**config.mk**
```make
export PLATFORM = sky130hd
export DESIGN_NAME = bmf_div
export DESIGN_NICKNAME = d
export VERILOG_FILES = /design/src/rtl/bmf_div.sv
export SDC_FILE = /design/constraint.sdc
export NUM_CORES = 1
export LEC_CHECK = 0
export BUFFER_PORTS_ARGS = -buffer_cell sky130_fd_sc_hd__buf_2
export CORE_UTILIZATION = 25
export DETAILED_ROUTE_END_ITERATION = 10
export PLACE_DENSITY_LB_ADDON = 0.1
export SLEW_MARGIN = 10
export SYNTH_ARGS = -nofsm -noshare
export SYNTH_HDL_FRONTEND = slang
export SYNTH_SLANG_ARGS = --single-unit
```
**constraint.sdc**
```tcl
create_clock -name clk -period 2.38 [get_ports clk]
set_input_delay 0.119 -clock clk [delete_from_list [all_inputs] [get_ports clk]]
set_output_delay 0.119 -clock clk [all_outputs]
set_load 0.1 [all_outputs]
```
**src/rtl/bmf_div.sv**
```systemverilog
module bmf_div #(
  parameter int NW = 15,
  parameter int DW = 7
) (
  input  logic          clk,
  input  logic          rst_n,
  input  logic          start,
  input  logic [NW-1:0] dividend,
  input  logic [DW-1:0] divisor,
  output logic          done,
  output logic [NW-1:0] quotient
);

  localparam int CNTW = $clog2(NW + 1);

  logic            busy_r, busy_nxt;
  logic            done_r, done_nxt;
  logic [CNTW-1:0] cnt_r, cnt_nxt;
  logic [NW-1:0]   quo_r, quo_nxt;
  logic [DW-1:0]   rem_r, rem_nxt;
  logic [DW-1:0]   dvs_r, dvs_nxt;
  logic [DW:0]     sh;

  // One quotient bit per cycle, restoring
  always_comb begin
    busy_nxt = busy_r;
    done_nxt = 1'b0;
    cnt_nxt  = cnt_r;
    quo_nxt  = quo_r;
    rem_nxt  = rem_r;
    dvs_nxt  = dvs_r;
    sh       = {rem_r, quo_r[NW-1]};
    if (start) begin
      busy_nxt = 1'b1;
      cnt_nxt  = CNTW'(NW);
      quo_nxt  = dividend;
      rem_nxt  = '0;
      dvs_nxt  = divisor;
    end else if (busy_r) begin
      if (sh >= {1'b0, dvs_r}) begin
        rem_nxt = DW'(sh - {1'b0, dvs_r});
        quo_nxt = {quo_r[NW-2:0], 1'b1};
      end else begin
        rem_nxt = DW'(sh);
        quo_nxt = {quo_r[NW-2:0], 1'b0};
      end
      cnt_nxt = cnt_r - 1'b1;
      if (cnt_r == CNTW'(1)) begin
        busy_nxt = 1'b0;
        done_nxt = 1'b1;
      end
    end
  end

  always_ff @(posedge clk) begin
    if (!rst_n) begin
      busy_r <= 1'b0;
      done_r <= 1'b0;
      cnt_r  <= '0;
    end else begin
      busy_r <= busy_nxt;
      done_r <= done_nxt;
      cnt_r  <= cnt_nxt;
    end
  end

  always_ff @(posedge clk) begin
    quo_r <= quo_nxt;
    rem_r <= rem_nxt;
    dvs_r <= dvs_nxt;
  end

  assign done     = done_r;
  assign quotient = quo_r;

endmodule

```
* Word level (Yosys, flattened, before mapping)
Index checks and enable logic that the tools add are counted.
Widths: inputs -> output; s select.
** Operators by class
- Add/subtract/negate cells :: 2
- Multipliers :: 0
- Divide/modulo/power cells :: 0
- $lt $le $gt $ge :: 1
- Equal/unequal tests :: 1
- Shifts and indexed selects :: 0
- Multiplexer cells :: 10
- Bitwise operators :: 2
- Reduce and logical (&&, ||, !) cells :: 2
** Operators with widths (count)
- $mux 15 :: 2
- $ge 8x7->1 :: 1
- $mux 4 :: 2
- $mux 7 :: 1
- $sub 7x7->7 :: 1
- $mux 1 :: 5
- $eq 4x1->1 const B :: 1
- $sub 4x1->4 const B :: 1
- $reduce_or 3->1 :: 1
- $not 1->1 :: 2
- $reduce_bool 2->1 :: 1
** Word-level totals
- Flip-flop bits (word level) :: 35
- Latch bits :: 0
- RAM bits :: 0
- ROM bits :: 0
- Input bits :: 25
- Output and inout port bits :: 16
- Word-level logic and storage cells :: 24
- Memories :: 0

* Longest topological paths before layout
- Depth after elaboration :: 4
- Mapped depth :: 7
- Depth with buffers taken out :: 7

* Least setup slack after synthesis
Ideal clock, no wire load.
- Path kind :: reg-to-reg
- Start :: register quo_r[14] (netlist: quotient[14])
- End :: register rem_r[3]
- Library setup time :: 0.128 ns
- Data arrival time :: 2.526 ns
- Data required time :: 2.252 ns
- Path slack :: -0.274 ns
- Cell stages (with the launch flop) :: 8
- Path buffers :: 0
- Clock period less this slack :: 2.654 ns
- Cell sequence :: edfxtp_1 > inv_1 > ha_1 > fa_1 > nand2b_1 > a211o_1 > a41oi_1 > o31ai_1
** On the way
- Cells in the longest elaborated chain, start to end :: 2
- Elaborated cells between the ends (all ways) :: 3
- Those cells by class :: add/sub (1); order compare (1); mux (1)
** Ends and longest elaborated chain
- from (decl) :: RTL line 19 : logic [NW-1:0] quo_r, quo_nxt;
- from (signal assigned) :: RTL line 68 : quo_r <= quo_nxt;
- $sub 7x7->7 or $ge 8x7->1 (tied branches) :: RTL line 41, 40
- $mux 7 * :: RTL line 40 : if (sh >= {1'b0, dvs_r}) begin
- to (signal assigned) :: RTL line 69 : rem_r <= rem_nxt;
- to (decl) :: RTL line 20 : logic [DW-1:0] rem_r, rem_nxt;
Mark *: on every way between the ends. The rest lies on a longest branch, timed or not.
A chain may end at the register's enable or synchronous reset.

* Worst setup path in the final report
Same ends and word-level chain as after synthesis.

==> results.cfg <==
[drt]
wirelength_um = 4500
remaining_drc_errors = 0
viasPerCell = 4.52
ant_nets = 0
wl_per_cell_um = 14.0
first_pass_iters = 5
drt_iter0_markers = 47
dr_total_vias = 1456

[logic_synthesis]
async_reset_ff_share_pct = 0
synth_cell_types = 48
syn_area_per_cell_um2 = 11.2
synth_flop_cell = edfxtp_1
synth_fp_nets = 209
synth-edff-count = 22
ys_seq_area_share_pct = 47.4
yosys.area.top_type = edfxtp_1
ys_warn_count = 0
synthTopCellsByArea = edfxtp_1 (34%), dfxtp_1 (13%), mux2_2 (8.1%)
syn_area_um2 = 1940
synth_top_area_share_pct = 34.0
synth_seq_cells = 35
synth_cells = 174

[worst_hold_path]
hold_class = in2reg
hold_start = divisor[1]
hold_path_end = dvs_r[1]
hold_depth = 1

[global_route]
grt_pass1_wl_um = 7280
met2_usage_pct = 17.6
grt_pass1_vias = 1482
grtUsageTotal_pct = 11.4
grt_use_met3_pct = 2.71
antenna_found_initial = 0
grt_overflow = 0
grt_max_degree = 33
gr-usage-met1_pct = 15.7
busiest_layer = met2

[clocking]
insertion_delay_ns = 0.29
cts_tree = yes
cts.sinks = 35
holdBufCountCts = 5
cts_buffers = 5
cts_resized = 0
cts_buffer_depth = 2
cts.clk_slew.worst_paths_ns = 0.08
h-tree-depth = 2
cts-root-buf = clkbuf_8
post_cts_buffers = 0

[sta]
rsz0062_at_grt = no
relSlewSlack_pct = 56.4
setup_viol = 0
post-route-period-util_pct = 82.5
drv_slew = 0
fin_tns_setup_ns = 0
skew_ns = 0.00837
finalHoldViolCount = 0
fin_crit_ns = 1.96
fin_hold_ws_ns = 0.0232
fmax_mhz = 509
worst_pin_slew_ns = 0.654

[worst_setup_path]
reg2reg_depth = 7
worstPathMaxFanout = 7
worstReg2RegEnd = rem_r[3]
rrSetupSlack_ns = 0.42
path_class = reg2reg
end_kind = flop
r2r-start = quotient[14]
critPathArrivalTime_ns = 2.12
cp.required_ns = 2.54
startpoint_type = flop

[floorplanning]
start_util_pct = 26.4
die_h_um = 90.2
num_rows = 31
fp.dieArea_um2 = 8130
die_w_um = 90.2
core_area_um2 = 7370
ios = 41

[layout]
fin_nets = 257
antenna_cells = 0
drive_above_1_share_pct = 36.3
final_util_pct = 33.1
final_cell_mix = buf_2 (40), edfxtp_1 (22), mux2_2 (14)
instances_no_fill = 322
final_common_cell = buf_2
area_growth_pct = 25.4

[pwr]
peakVddDrop_mv = 0.379
leakage_nw = 0.992
p_per_area_nw_per_um2 = 698
p_total_mw = 1.70

[placement]
io_buffers = 40
dp_hpwl_um = 3250
place.gp.congestion = 0.694
place_inst = 309

[flow_run]
max_cap_viol_count = 0

[outcome]
run_status = finished clean
## kinds of logic (layout without fill, tap and decap cells)
group	count (synthesis)	after routing	share of synthesized area, %
flip-flops	35	35	47.4
adder cells (fa/ha/maj)	10	10	6.82
AO/OA/AOI/OAI	36	36	14.7
multiplexers	15	15	8.62
XOR/XNOR	5	5	2.25
AND/OR/NAND/NOR	53	53	15.4
buffers and inverters	20	69	4.83
## cells in the mapped netlist, types with 2 or more instances
| library cell | instances |
|---|---|
| or2_2 | 3 |
| buf_2 | 3 |
| a41oi_1 | 4 |
| nand2_1 | 10 |
| nand4_1 | 2 |
| a311oi_1 | 2 |
| inv_1 | 13 |
| o21ai_0 | 2 |
| nor2b_1 | 6 |
| a211oi_2 | 2 |
| xnor2_1 | 3 |
| o21a_1 | 6 |
| o21ai_1 | 2 |
| buf_4 | 2 |
| nor2_1 | 11 |
| o31ai_1 | 3 |
| ha_1 | 9 |
| nor3_1 | 2 |
| dfxtp_1 | 13 |
| nand2b_1 | 5 |
| nor3b_1 | 6 |
| xor2_1 | 2 |
| a21oi_1 | 3 |
| mux2_2 | 14 |
| edfxtp_1 | 22 |
| a211oi_1 | 2 |
## critical path: stages, from the launching register on
cell and delay (ns):
edfxtp_1 0.36, inv_1 0.07, ha_2 0.19, fa_2 0.36, nand2b_4 0.18, a211o_4 0.40, a41oi_2 0.19, o31ai_1 0.09
## area by class of cell
cell class              count  area (µm²)
fillers                   802        4930
multi-input cells         119         981
flip-flops and latches     35         921
repair buffers             48         273
well taps                  99         124
clock buffers               7        86.3
inverters                  13        48.8
clock inverters             1        5.00
## worst max path at each step
stage,cells after the start,to,slack (ns),start
floorplan,7,rem_r[4],-0.15,quotient[14]
global route,7,rem_r[3],0.32,quotient[14]
finish,7,rem_r[3],0.42,quotient[14]
CTS,7,rem_r[5],0.41,quotient[14]
global placement,7,rem_r[5],0.44,quotient[14]
detailed placement,7,rem_r[3],0.43,quotient[14]
## power by group
group | switching, mW | total [mW] | internal, mW
clock network | 0.227 | 0.461 | 0.234
registers | 0.0322 | 0.738 | 0.706
logic | 0.352 | 0.504 | 0.152
total | 0.612 | 1.70 | 1.09
## metal layers
metal	up-vias	routed length, µm
li1	735	-
met5	-	0
met3	4	177
met1	694	2230
met2	23	2060
met4	0	39
## state kept, by name (all words and copies together), names as in the netlist
register and count:
rem_r 7, dvs_r 7, busy_r 1, quotient 15, done 1, cnt_r 4
## per-stage QoR
step,instance area [µm²],setup slack [ns]
after floorplan,2000,-0.153
after global placement,2300,0.444
after detailed placement,2300,0.425
after CTS,2440,0.405
after global routing,2440,0.318
final,2440,0.416
(Power assumes the default switching activity.)
