==> src/rtl/bmf_pkg.sv <==
package bmf_pkg;

  // Defaults for the top level parameters
  localparam int MAX_COLS_DEF   = 1024;
  localparam int MAX_ROWS_DEF   = 1024;
  localparam int MAX_WINDOW_DEF = 9;

  localparam int PIX_W = 8;

  // Configuration port
  localparam int CFG_AW = 2;
  localparam int CFG_DW = 11;

  localparam logic [CFG_AW-1:0] REG_FRAME_ROWS  = 2'd0;
  localparam logic [CFG_AW-1:0] REG_FRAME_COLS  = 2'd1;
  localparam logic [CFG_AW-1:0] REG_WINDOW_SIZE = 2'd2;

  localparam logic [10:0] FRAME_ROWS_RST  = 11'd1024;
  localparam logic [10:0] FRAME_COLS_RST  = 11'd1024;
  localparam logic [3:0]  WINDOW_SIZE_RST = 4'd3;

  // Input kinds carried on tuser
  localparam logic REQ_PIXEL = 1'b0;
  localparam logic REQ_DRAIN = 1'b1;

  // Control of the column-sum chain
  typedef struct packed {
    logic clr;
    logic shift;
  } cell_ctl_t;

endpackage

==> src/rtl/bmf_cell.sv <==
module bmf_cell import bmf_pkg::*; #(
  parameter int W = 12
) (
  input  logic      clk,
  input  cell_ctl_t ctl,
  input  logic [W-1:0] d_in,
  output logic [W-1:0] q
);

  logic [W-1:0] q_r;

  // Clear at row start, on a shift take the column sum on d_in, otherwise hold
  always_ff @(posedge clk) begin
    if (ctl.clr) begin
      q_r <= '0;
    end else if (ctl.shift) begin
      q_r <= d_in;
    end
  end

  assign q = q_r;

endmodule

==> config.mk <==
export PLATFORM = sky130hd
export DESIGN_NAME = bmf_cell
export DESIGN_NICKNAME = d
export VERILOG_FILES = /design/src/rtl/bmf_pkg.sv /design/src/rtl/bmf_cell.sv
export SDC_FILE = /design/constraint.sdc
export NUM_CORES = 1
export LEC_CHECK = 0
export ABC_AREA = 1
export BUFFER_PORTS_ARGS = -buffer_cell sky130_fd_sc_hd__buf_2
export CAP_MARGIN = 30
export CORE_AREA = 2 2 39 41
export CTS_BUF_LIST = sky130_fd_sc_hd__clkbuf_8 sky130_fd_sc_hd__clkbuf_16
export DETAILED_ROUTE_END_ITERATION = 12
export DIE_AREA = 0 0 41 43
export HOLD_SLACK_MARGIN = 0.05
export PLACE_DENSITY = 0.72
export SYNTH_ARGS = -nofsm -noshare
export SYNTH_HDL_FRONTEND = slang
export SYNTH_SLANG_ARGS = --single-unit
==> constraint.sdc <==
create_clock -name clk -period 1.2 [get_ports clk]
set_input_delay 0.12 -clock clk [delete_from_list [all_inputs] [get_ports clk]]
set_output_delay 0.12 -clock clk [all_outputs]
set_load 0.02 [all_outputs]
Word-level counts from Yosys, hierarchy flattened
Cells that the tools add are included.
{"block": "totals", "ff_bits": 12, "wordCells": 1, "inputBits": 15}

Depth between registers and ports, before layout
Gate-level depths: netlist of run 1.
{"block": "depth", "depth_word": 0, "ltp_mapped": 4, "depth_no_buf": 4}

Worst setup path before layout of run 1
OpenSTA, ideal clock, no wires.
{"block": "synth_timing", "path_kind": "reg2reg", "startpoint": "reg, netlist name q[9]", "endpoint": "reg q_r[9], in the netlist q[9]", "setup_time_ps": 64, "n_path_buf": 0, "path_slack_ps": 568, "path_stages_with_launch": 3, "t_arrival_ps": 569, "synth_period_minus_slack_ps": 632, "cell_sequence": "dfxtp_1 nor2_1 nor2_1"}
{"item": "end signal: assignment", "line_no": "bmf_cell.sv:17", "rtl": "q_r <= d_in;"}
{"item": "end: declaration", "line_no": "bmf_cell.sv:10", "rtl": "logic [W-1:0] q_r;"}

Final worst setup path of run 1
{"block": "layout_timing", "startpoint": "reg q_r[9], in the netlist q[9]", "endpoint": "out q[9]"}
{"item": "end: declaration", "line_no": "bmf_cell.sv:7", "rtl": "output logic [W-1:0] q"}
No word-level cell between the ends.

==> results_dict.tcl, run 1 <==
set metrics [dict create \
    clock_skew_ns 0 \
    wl_per_cell_um 7.797 \
    arrival_ns 0.73 \
    crit-reg2reg-launch "q[9]$_SDFFE_PP0P_" \
    htreeDepth 1 \
    switchingPower_uw 235.8 \
    max_cap_viol_count 0 \
    rows 14 \
    root_buffer "clkbuf_8" \
    grt_max_degree 25 \
    wl_um 920 \
    drt_iter0_drc 5 \
    path_cells "buf_2" \
    drv_slew 0 \
    port_buffers 26 \
    synth.distinct_cells 6 \
    p_clk_frac 0.373 \
    min_period_ns 0.8501 \
    layout-drive-gt1-share 0.2843 \
    p_int_uw 705.2 \
    yosys-top-cells-area "dfxtp_1, nand2_1, nor2_1" \
    pwr-share-comb 0.159 \
    seq_power_share 0.467 \
    final.setup.tns_ns 0 \
    grt_pass1_wl_um 1476 \
    final_core_util 0.4774 \
    path_delay_family "flip-flops" \
    p_sw_frac 0.2506 \
    fill_cells 157 \
    tightest_slew_ns 0.3796 \
    place.gp.congestion 0.6171 \
    dp.cells 115 \
    core_area_um2 1384 \
    max_stage_delay_ns 0.33 \
    clock_sinks 12 \
    tritoncts "built" \
    vdd_drop_max_mv 0.6741 \
    drc_errors 0 \
    synth_top_area_share 0.4836 \
    status "finished clean" \
    cp_max_fo 2 \
    cts_buffers 3 \
    p_leak_nw 0.4152 \
    pin_count 27 \
    antenna_found_initial 0 \
    overflow 0 \
    synth_common_cells "nand2_1, nor2_1, inv_1" \
    cts_setup_buffers 0 \
    dp_hpwl_um 669.2 \
    clkLatencyLatePin_ns 0.23 \
    die_width_um 41 \
    synth_async_sr_flop_share 0 \
    crit_slowest_cell "dfxtp_1" \
    cp-start-kind "register" \
    min_delay_worst_endpoint "q[4]$_SDFFE_PP0P_" \
    hold_ws_ns 0.1669 \
    n_antenna_cell 0 \
    fp.dieH_um 43 \
    track_usage 0.1221 \
    crit_required_ns 1.08 \
    path_class "reg -> out" \
    area_growth_pct 33.00 \
    critPathBufInv 1 \
    hold_depth 5 \
    firstDrtPassIters 2 \
    holdCritStartpoint "d_in[4]" \
    first_global_vias 366 \
    p_per_area_nw_per_um2 1424 \
    crit_path_end_kind "output pin" \
    vias 483 \
    ys_seq_area_frac 0.4836 \
    rsz0062_at_grt "no" \
    cts_buffer_depth 2 \
    syn_area_um2 496.7 \
    slew_headroom 0.7469 \
    largest_reg_flops 12 \
    synth_edf_count 0 \
    ant_nets 0 \
    ys_warn_count 0 \
    rrSetupSlack_ns 0.63 \
    synth_nets 91 \
    r2r_end "q[9]$_SDFFE_PP0P_" \
    fin_cells 118 \
    hold_path.class "in -> reg" \
    synth-main-ff-cell "dfxtp_1" \
    postCtsHoldBufs 0 \
    r2r_cells 2 \
    fmax_mhz 1176 \
    hold_viol 0 \
    yosysTopAreaCell "dfxtp_1" \
    finalCritPeriodShare 0.7084 \
    synthCells 76 \
    synth.avg_cell_area_um2 6.536 \
    die_area_um2 1763 \
    clk_pin_slew_ns 0.05 \
    synth_seq_cells 12 \
    ctsResizeCount 0 \
    setup-violations-final 0 \
    nets 119 \
    initial_utilization 0.3590 \
    vias_per_cell 4.093 \
]
-- layout make-up --
class / instances / area, µm² / share of cell area
Timing Repair Buffer: 26 / 130.1 / 0.1970
Tap cell: 16 / 20.02 / 0.03030
Sequential cell: 12 / 240.2 / 0.3636
Inverter: 13 / 48.80 / 0.07386
Multi-Input combinational cell: 48 / 180.2 / 0.2727
Clock buffer: 3 / 41.29 / 0.06250
-- worst register-to-register path, stage by stage, from the launching register on --
cell,delay [ns]
dfxtp_1,0.31
nor2_1,0.10
nor2_1,0.06
-- worst max path at each step --
stage,startpoint,endpoint,slack [ns],depth (start not counted)
2_1_floorplan,q[9]$_SDFFE_PP0P_,q[9]$_SDFFE_PP0P_,0.57,2
3_3_place_gp,ctl[0],q[7]$_SDFFE_PP0P_,0.45,4
3_5_place_dp,ctl[0],q[11]$_SDFFE_PP0P_,0.42,4
4_1_cts,q[9]$_SDFFE_PP0P_,q[9],0.34,1
5_1_grt,q[2]$_SDFFE_PP0P_,q[2],0.32,1
6_report,q[9]$_SDFFE_PP0P_,q[9],0.35,1
-- per-layer routing --
| metal | routed length, µm | GRT usage | up-vias |
|---|---|---|---|
| met4 | 0 | 0.06000 | 0 |
| met2 | 451 | 0.1750 | 14 |
| met3 | 66 | 0.04712 | 0 |
| met1 | 401 | 0.1536 | 204 |
| met5 | 0 | 0 | - |
| li1 | - | - | 265 |
-- power by group through the flow --
stage               registers, mW  logic, mW  clock network, mW
floorplan                   0.483     0.0654                  0
global placement            0.447      0.148                  0
detailed placement          0.448      0.152                  0
CTS                         0.440      0.152              0.363
global route                0.443      0.172              0.376
finish                      0.440      0.150              0.351
-- placed cells by master (no fill, tap or decap), drive strengths merged --
| cell type | synthesis | routed |
|---|---|---|
| inv | 13 | 13 |
| clkbuf | 0 | 3 |
| nand2 | 24 | 24 |
| buf | 3 | 26 |
| dfxtp | 12 | 12 |
| nor2 | 24 | 24 |
-- cell families (layout without fill, tap and decap cells) --
logic type             count (synthesis)  after routing  share of synthesized area
and+or+nand+nor                       48             48                     0.3627
buffers and inverters                 16             42                     0.1536
DFF                                   12             12                     0.4836
-- per-stage QoR --
step	power [mW]	setup WS (ns)	instance area [µm²]
after floorplan	0.5482	0.5677	496.7
after global placement	0.5948	0.4512	619.3
after detailed placement	0.5995	0.4165	619.3
after CTS	0.9548	0.3416	660.6
after global routing	0.9904	0.3178	660.6
final	0.9410	0.3499	660.6
Note: power is estimated with default switching activity, not from simulation.
==> run 2, diff against run 1 <==
==> constraint.sdc (replaced) <==
create_clock -name clk -period 0.8 [get_ports clk]
set_input_delay 0.08 -clock clk [delete_from_list [all_inputs] [get_ports clk]]
set_output_delay 0.08 -clock clk [all_outputs]
set_load 0.02 [all_outputs]
==> run 2 against run 1 <==
  * Non-clock buffer count stayed put
  * Power rose by 69%
  * Wire length grew 6.0%
  * Count of clock-buffer cells in the layout increased by 1
  * Clock power grew 83%
  * Global-route usage increased by 1.1 points
  * Largest cell class unchanged
==> results_dict.tcl, run 2 (synthesis results as in run 1) <==
set metrics [dict create \
    status "finished clean" \
    tritoncts "built" \
    firstDrtPassIters 3 \
    critPathBufInv 1 \
    largest_reg_flops 12 \
    ant_nets 0 \
    path_cells "buf_6" \
    setup-violations-final 0 \
    crit_slowest_cell "dfxtp_2" \
    cts_buffer_depth 2 \
    clock_skew_ns 0 \
    hold_viol 0 \
    dpl_cell_area_um2 619.3 \
    rows 14 \
    rrSetupSlack_ns 0.22 \
    fp.dieH_um 43 \
    layout_common_cells "nor2_1, nand2_1, buf_2" \
    max_stage_delay_ns 0.34 \
    root_buffer "clkbuf_8" \
    clk_pin_slew_ns 0.05 \
    rsz0062_at_grt "no" \
    die_width_um 41 \
    r2r_cells 2 \
    die_area_um2 1763 \
    cp-start-kind "register" \
    postCtsHoldBufs 0 \
    dp.cells 115 \
    finalCritPeriodShare 0.9541 \
    n_antenna_cell 0 \
    vias 477 \
    antenna_found_initial 0 \
    ctsResizeCount 13 \
    vias_per_cell 4.008 \
    initial_utilization 0.3590 \
    dp_hpwl_um 651.6 \
    drt_iter0_drc 5 \
    area_growth_pct 53.90 \
    hold_path.class "in -> reg" \
    max_cap_viol_count 0 \
    startpoint "q[7]$_SDFFE_PP0P_" \
    core_area_um2 1384 \
    r2r_end "q[1]$_SDFFE_PP0P_" \
    crit_path_end_kind "output pin" \
    crit_required_ns 0.72 \
    fin_area_um2 764.5 \
    pin_count 27 \
    cts_buffers 3 \
    crit-reg2reg-launch "q[1]$_SDFFE_PP0P_" \
    htreeDepth 1 \
    vdd_drop_max_mv 0.8324 \
    wl_per_cell_um 8.193 \
    fin_cells 119 \
    cts_setup_buffers 0 \
    grt_pass1_wl_um 1545 \
    place.gp.congestion 0.6519 \
    overflow 0 \
    fmax_mhz 1310 \
    slew_headroom 0.7478 \
    setup_slack_ns 0.03670 \
    clkLatencyLatePin_ns 0.24 \
    tightest_slew_ns 0.3783 \
    p_per_area_nw_per_um2 2084 \
    post-place-ws_ns 0.07789 \
    layout-drive-gt1-share 0.4078 \
    p_leak_nw 0.4411 \
    wl_um 975 \
    arrival_ns 0.68 \
    final.setup.tns_ns 0 \
    nets 119 \
    cp_max_fo 2 \
    grt_max_degree 25 \
    path_delay_family "flip-flops" \
    first_global_vias 402 \
    cp.depth 1 \
    drv_slew 0 \
    clock_sinks 12 \
    path_class "reg -> out" \
    drc_errors 0 \
    min_period_ns 0.7633 \
    port_buffers 26 \
    track_usage 0.1333 \
    endpoint "q[7]" \
]
==> run 2: cell count changes in the layout (fill, tap and decap cells not counted) <==
| cell | previous run | this run |
|---|---|---|
| buf_2 | 26 | 14 |
| buf_6 | 0 | 12 |
| clkbuf_8 | 3 | 4 |
| dfxtp_1 | 12 | 0 |
| dfxtp_2 | 0 | 12 |
==> run 2: final cells by class <==
cell class / instances / area (µm²)
clock buffer: 4 / 55.05
inverter: 13 / 48.80
tap: 16 / 20.02
fill: 129 / 619.3
sequential: 12 / 255.2
multi-input combinational: 48 / 180.2
timing repair buffer: 26 / 205.2
==> run 2: worst min path at each step <==
stage,from,endpoint,slack [ns],depth (start not counted)
global route,d_in[4],q[4]$_SDFFE_PP0P_,0.14,5
detailed placement,d_in[4],q[4]$_SDFFE_PP0P_,0.37,5
floorplan,ctl[0],q[0]$_SDFFE_PP0P_,0.23,3
finish,d_in[4],q[4]$_SDFFE_PP0P_,0.12,5
CTS,d_in[4],q[4]$_SDFFE_PP0P_,0.13,5
global placement,d_in[11],q[11]$_SDFFE_PP0P_,0.36,5
==> run 2: per-layer routing <==
layer  share of wire  up-vias  track usage
li1                -      268            -
met1            0.44      191       0.1410
met2            0.48       16       0.2031
met3           0.068        2      0.04712
met4           0.017        0       0.1000
met5               0        -            0
==> run 2: power breakdown <==
group | internal [mW] | switching (mW) | leakage [nW]
registers | 0.650 | 0.0282 | 0.103
clock network | 0.434 | 0.209 | 0.0288
logic | 0.134 | 0.139 | 0.309
total | 1.22 | 0.376 | 0.441
==> run 2: through the flow <==
stage	power, mW	hold slack, ns	utilization
after floorplan	0.8222	0.2349	-
after global placement	0.8925	0.3623	0.4476
after detailed placement	0.8978	0.3726	0.4476
after CTS	1.571	0.1264	0.5109
after global routing	1.681	0.1361	0.5524
final	1.593	0.1244	0.5524
==> run 2: worst reg2reg max path, cell delays in order (launching register included) <==
cell	delay [ns]
dfxtp_2	0.32
nor2_1	0.09
nor2_1	0.06
